`src/sle_pkg.sv`:
```
// ----------------------------------------------------------------------------
// sle_pkg: shared types and constants of the sequential list engine
// Sizes, operation and status codes, controller states and cell buses.
// ----------------------------------------------------------------------------
`default_nettype none

package sle_pkg;

  localparam int CAPACITY = 128;
  localparam int IDX_W    = $clog2(CAPACITY);
  localparam int CNT_W    = $clog2(CAPACITY + 1);

  localparam int FUNC_W   = 2;
  localparam int POS_W    = 8;
  localparam int WORD_W   = 32;
  localparam int STAT_W   = 2;
  localparam int FP_W     = 7;
  localparam int LEN_W    = 8;
  localparam int CMP_W    = (POS_W > CNT_W) ? POS_W : CNT_W;

  typedef enum logic [FUNC_W-1:0] {
    FUNC_INSERT = 2'd0,
    FUNC_DELETE = 2'd1,
    FUNC_READ   = 2'd2,
    FUNC_SEARCH = 2'd3
  } func_t;

  typedef enum logic [STAT_W-1:0] {
    STAT_OK    = 2'd0,
    STAT_RANGE = 2'd1,
    STAT_FULL  = 2'd2,
    STAT_MISS  = 2'd3
  } status_t;

  typedef enum logic [1:0] {
    ST_IDLE,
    ST_SCAN,
    ST_COMMIT
  } state_t;

  typedef enum logic [1:0] {
    ACT_HOLD,
    ACT_INSERT,
    ACT_DELETE
  } action_t;

  // broadcast to every cell
  typedef struct packed {
    action_t                   act;
    logic                      rd;
    logic                      srch;
    logic [POS_W-1:0]          pos;
    logic signed [WORD_W-1:0]  val;
    logic [CNT_W-1:0]          count;
  } sle_ctrl_t;

  // first-hit token passed from cell to cell toward cell 0
  typedef struct packed {
    logic                      hit;
    logic signed [WORD_W-1:0]  word;
    logic [IDX_W-1:0]          idx;
  } sle_res_t;

endpackage

`default_nettype wire

```
`src/sle_cell.sv`:
```
// ----------------------------------------------------------------------------
// sle_cell: one list entry
// Holds a word, shifts with its neighbors on insert/delete, and relays the
// first-hit token for read and search toward cell 0.
// ----------------------------------------------------------------------------
`default_nettype none

module sle_cell (
  input  wire logic                               clk,
  input  wire sle_pkg::sle_ctrl_t                 ctrl,
  input  wire logic [sle_pkg::IDX_W-1:0]          idx,
  input  wire logic signed [sle_pkg::WORD_W-1:0]  left_word,
  input  wire logic signed [sle_pkg::WORD_W-1:0]  right_word,
  output logic signed [sle_pkg::WORD_W-1:0]       word,
  input  wire sle_pkg::sle_res_t                  res_in,
  output sle_pkg::sle_res_t                       res_out
);

  logic signed [sle_pkg::WORD_W-1:0] word_next;
  sle_pkg::sle_res_t                 res_next;
  logic [sle_pkg::CMP_W-1:0]         my_idx;
  logic [sle_pkg::CMP_W-1:0]         pos;
  logic [sle_pkg::CMP_W-1:0]         count;
  logic                              hit;

  assign my_idx = sle_pkg::CMP_W'(idx);
  assign pos    = sle_pkg::CMP_W'(ctrl.pos);
  assign count  = sle_pkg::CMP_W'(ctrl.count);

  always_comb begin
    word_next = word;
    unique case (ctrl.act)
      sle_pkg::ACT_INSERT: begin
        if (my_idx == pos) begin
          word_next = ctrl.val;
        end else if (my_idx > pos) begin
          word_next = left_word;
        end
      end
      sle_pkg::ACT_DELETE: begin
        if (my_idx >= pos) begin
          word_next = right_word;
        end
      end
      default: word_next = word;
    endcase
  end

  assign hit = (ctrl.rd && (my_idx == pos)) ||
               (ctrl.srch && (word == ctrl.val) && (my_idx < count));

  always_comb begin
    if (hit) begin
      res_next.hit  = 1'b1;
      res_next.word = word;
      res_next.idx  = idx;
    end else begin
      res_next = res_in;
    end
  end

  always_ff @(posedge clk) begin
    word    <= word_next;
    res_out <= res_next;
  end

endmodule

`default_nettype wire

```
`config.mk`:
```
export PLATFORM = sky130hd
export DESIGN_NAME = sle_cell
export DESIGN_NICKNAME = d
export VERILOG_FILES = /design/src/sle_pkg.sv /design/src/sle_cell.sv
export SDC_FILE = /design/constraint.sdc
export NUM_CORES = 1
export LEC_CHECK = 0
export BUFFER_PORTS_ARGS = -buffer_cell sky130_fd_sc_hd__buf_4
export CORE_MARGIN = 5
export CORE_UTILIZATION = 43
export DETAILED_ROUTE_END_ITERATION = 8
export MAX_ROUTING_LAYER = met4
export PLACE_DENSITY = 0.81
export SLEW_MARGIN = 40
export SYNTH_ARGS = -nofsm -noshare
export SYNTH_HDL_FRONTEND = slang
export SYNTH_SLANG_ARGS = --single-unit
```
`constraint.sdc`:
```
create_clock -name clk -period 7.4 [get_ports clk]
set_input_delay 0 -clock clk [delete_from_list [all_inputs] [get_ports clk]]
set_output_delay 0 -clock clk [all_outputs]
set_load 0.02 [all_outputs]
```
# After elaboration in Yosys (flattened, before gate mapping)

Index checks and enable logic that the tools add are counted.

Magnitude comparators: 3
Equal/unequal tests: 6
Multiplexer cells: 5
Reductions and logical operators: 6

Operators by type and width:

| operator                                       | number |
|---|---|
| two-way mux 32 bit                             | 3 |
| case mux 32 bit (2 select lines)               | 1 |
| two-way mux 39 bit                             | 1 |
| == test 32 bit                                 | 1 |
| == test 7 x 8 -> 1 bit                         | 1 |
| >= comparator 7 x 8 -> 1 bit                   | 1 |
| greater-than comparator 7 x 8 -> 1 bit         | 1 |
| less-than comparator 7 x 8 -> 1 bit            | 1 |
| logical AND 1 bit                              | 3 |
| != test 3 bit (second input constant)          | 1 |
| AND reduction 3 bit                            | 1 |
| == test 2 x 1 -> 1 bit (second input constant) | 1 |
| == test 2 bit (second input constant)          | 1 |
| != test 2 bit (second input constant)          | 1 |
| nonzero test 2 bit                             | 1 |
| logical OR 1 bit                               | 1 |

Bits in registers: 72
Output and inout port bits: 72
Word-level logic and storage cells: 24

# Logic depth before layout (Yosys ltp)

Depth in word-level cells: 5
Mapped depth: 8

# Worst setup path after synthesis

No wires, ideal clock.

Kind: input-to-reg
Start point: input port ctrl[44] (netlist name)
End point: register word[0] (netlist name) (enable)
Arrival time: 5.857 ns
Data required time: 6.806 ns
Slack: 0.949 ns
Stages on the path: 6
Cell sequence: inv_1 -> ha_1 -> and4_1 -> nand4_1 -> nor3b_1 -> a2111oi_0

Longest elaborated chain between the ends: 3
Elaborated cells between the ends (all ways): 6
Classes of those cells: order compare: 2; eq/ne: 3; reduce/logical: 1

Ends and longest elaborated chain:

| what                                                            | line           | source |
|---|---|---|
| start: declaration                                              | sle_cell.sv:10 | `input wire sle_pkg::sle_ctrl_t ctrl,` |
| greater-than comparator 7 x 8 -> 1 bit (tied with other cells)  | sle_cell.sv:36 | `end else if (my_idx > pos) begin` |
| != test 3 bit (no source line) or != test 2 bit (tied branches) | --             |  |
| AND reduction 3 bit (no source line) (*)                        | --             |  |
| end signal: assignment                                          | sle_cell.sv:63 | `word <= word_next;` |
| end: declaration                                                | sle_cell.sv:14 | `output logic signed [sle_pkg::WORD_W-1:0] word,` |

Every way passes the cells marked *; elsewhere a longest branch is shown, timed or not.
A chain may end at the register's enable or synchronous reset.

==> run_results.csv <==
group,metric,value,unit
floorplanning,boundaryPins,236,
final_layout,area_growth,79.0,%
timing,relSlewSlack,52.1,%
setup_path,cp-end-kind,"register",
timing,clock.fmax,0.306,GHz
power,power.total,1.04,mW
synth,synthSimpleGateAreaFrac,7.10,%
placement,place_ws,4800,ps
detailed_routing,drc,0,
final_layout,area.sequential,0.00176,sq mm
synth,synth_top_area_share,26.5,%
detailed_routing,wl_per_cell,18.9,um
timing,worst_pin_slew,717,ps
placement,place_inst,645,
floorplanning,die_w,102,um
global_routing,antenna_found_initial,0,
detailed_routing,firstDrtPassIters,4,
clocking,clockBufferDepth,2,
floorplanning,die_area,0.0104,sq mm
synth,postSynthCellCount,314,
detailed_routing,viasPerCell,5.04,
synth,seq_area_frac_synth,48.5,%
clocking,tritoncts,"yes",
clocking,clkSinkCount,72,
power,ir_drop,0.0000923,V
synth,synth_area_leaders,"edfxtp_1 (26%), dfxtp_1 (22%), mux2_2 (11%), mux2i_1 (8.8%), o21ai_0 (4.7%)",
setup_path,cp.required,7630,ps
timing,fin_crit_sh,44.1,%
timing,period_needed,3270,ps
setup_path,arrival,3490,ps
timing,clock_skew,13.5,ps
timing,fin_ws,4130,ps
synth,yosys_register_bits,72,
timing,slew_viol_final,0,
final_layout,nFillCells,478,
floorplanning,rows,33,
synth,synth_xor_area_share,7.96,%
clocking,h-tree-depth,3,
floorplanning,die_h,102,um
detailed_routing,drtIter0Drc,104,
clocking,cts_setup_buffers,0,
synth,yosys.area.top_type,"edfxtp_1",
final_layout,fin_nets,807,
min_path,hold_path_class,"in2reg",
detailed_routing,vias,3732,
synth,yosys_warnings,0,
setup_path,startpoint_type,"register",
synth,synth_area_per_cell,11.6,sq um
final_layout,multiInputGateArea,0.00177,sq mm
placement,gp_congestion,0.827,
synth,syn_area,0.00363,sq mm
timing,rsz0062_at_grt,"no",
setup_path,crit_type,"reg2reg",
power,p_leak,2.85,nW
timing,tns,0,ps
floorplanning,start_util,44.2,%
synth,synth_adder_area_share,4.48,%
synth,synth_fp_nets,491,
clocking,insertion_delay,340,ps
placement,port_buffers,235,
detailed_routing,ant_nets,0,
timing,whs,24.7,ps
clocking,clk_pin_slew,70,ps
clocking,cts_buffers,9,
timing,hold_viol_final,0,
final_layout,final_cells,741,
clocking,clock-root-buffer,"clkbuf_8",
timing,setup_viol,0,
placement,post-dp-hpwl,9750,um
power,p_per_area,159,mW/mm^2
floorplanning,core,0.00822,sq mm
run_status,status,"finished clean",
synth,yosys_most_used_dff,"dfxtp_1",
synth,synth_commonest_cells,"dfxtp_1 (40), mux2_2 (36), o21ai_0 (34)",
synth,yosys-mux-area-fraction,21.2,%
global_routing,grt_overflow,0,
final_layout,drive_gt1_share,47.1,%
synth,ys_types,33,
synth,synth_edf_count,32,
global_routing,grt_pass1_wl,20500,um
synth,synth_compound_area_share,7.03,%
run,maxCapViolCount,0,
synth,yosysMostFrequentCell,"dfxtp_1",
synth,synth_top_family_by_area,"multiplexers",
synth,async_flop_share,0,%
global_routing,first_global_vias,4079,
setup_path,cp_max_fo,28,
global_routing,track_usage,27.0,%
detailed_routing,wl,14000,um
global_routing,grt_max_degree,65,
## flip-flops by register name, indices dropped and copies added, names as in the netlist
signal   flops
word        32
res_out     40
## per-layer routing
layer | part of all wire, % | global-route usage (%) | vias to the layer above
li1 | - | - | 1753
met1 | 35 | 26.9 | 1727
met2 | 52 | 48.9 | 201
met3 | 8.2 | 6.76 | 51
met4 | 4.2 | 13.3 | 0
met5 | 0 | - | -
## worst max-delay path: stages, from the launching register on
cell           delay [ps]
edfxtp_1              450
xor2_1                190
nor4_1                440
nand4_1               280
nor3_2                240
a32oi_4               260
buf_4                 350
mux2_4                340
dlygate4sd3_1         560
## power by group
part	leakage (nW)	total (mW)	internal, mW	switching [mW]
combinational	2.13	0.259	0.148	0.111
clock	0.0993	0.317	0.165	0.153
sequential	0.623	0.460	0.444	0.0163
total	2.85	1.04	0.756	0.280
## timing repair
action,4_1_cts,5_1_grt
hold buffers,79,0
hold endpoints to repair,72,0
resized for setup,0,0
endpoints found under the setup margin,0,0
## cells in the final DEF (no fill, tap or decap), drive strengths merged, types with 2 or more instances in the layout
| master | netlist | final |
|---|---|---|
| nor4 | 4 | 4 |
| clkinv | 0 | 3 |
| nand4 | 5 | 5 |
| nor3 | 2 | 2 |
| nand2 | 32 | 32 |
| dlygate4sd3 | 0 | 79 |
| edfxtp | 32 | 32 |
| dfxtp | 40 | 40 |
| nor2 | 3 | 3 |
| nand2b | 3 | 3 |
| mux2i | 32 | 32 |
| o21ai | 34 | 34 |
| xor2 | 16 | 16 |
| o21a | 3 | 3 |
| xnor2 | 17 | 17 |
| nor2b | 2 | 2 |
| inv | 13 | 13 |
| mux2 | 39 | 39 |
| clkbuf | 7 | 11 |
| buf | 7 | 240 |
| ha | 13 | 13 |
## layout make-up
cell class / count / share of cell area [%]
tap: 105 / 2.02
antenna: 1 / 0.0385
sequential: 72 / 27.1
clock inverter: 5 / 0.866
inverter: 13 / 0.751
timing repair buffer: 319 / 39.9
clock buffer: 11 / 2.18
multi-input combinational: 215 / 27.2
## worst paths after layout
| kind | to | start | cells after the start | slack (ps) |
|---|---|---|---|---|
| hold / removal | word[2] | left_word[2] | 3 | 20 |
| setup reg to reg | res_out[3] | word[5] | 8 | 4130 |
| setup / recovery | res_out[3] | word[5] | 8 | 4130 |
| hold reg to reg | res_out[15] | word[8] | 1 | 560 |
## kinds of logic after synthesis
kind of cell | Yosys count
compound gates | 44
xor+xnor | 33
fa+ha+maj | 13
buf+inv | 27
flops | 72
mux | 71
simple gates | 54
## stage by stage
stage,area [sq um],util (%)
floorplan,3630,-
global route,6500,79.1
CTS,6500,79.1
detailed placement,5510,67.0
finish,6500,79.1
global placement,5510,67.0
Power figures use the tool's default switching activity.
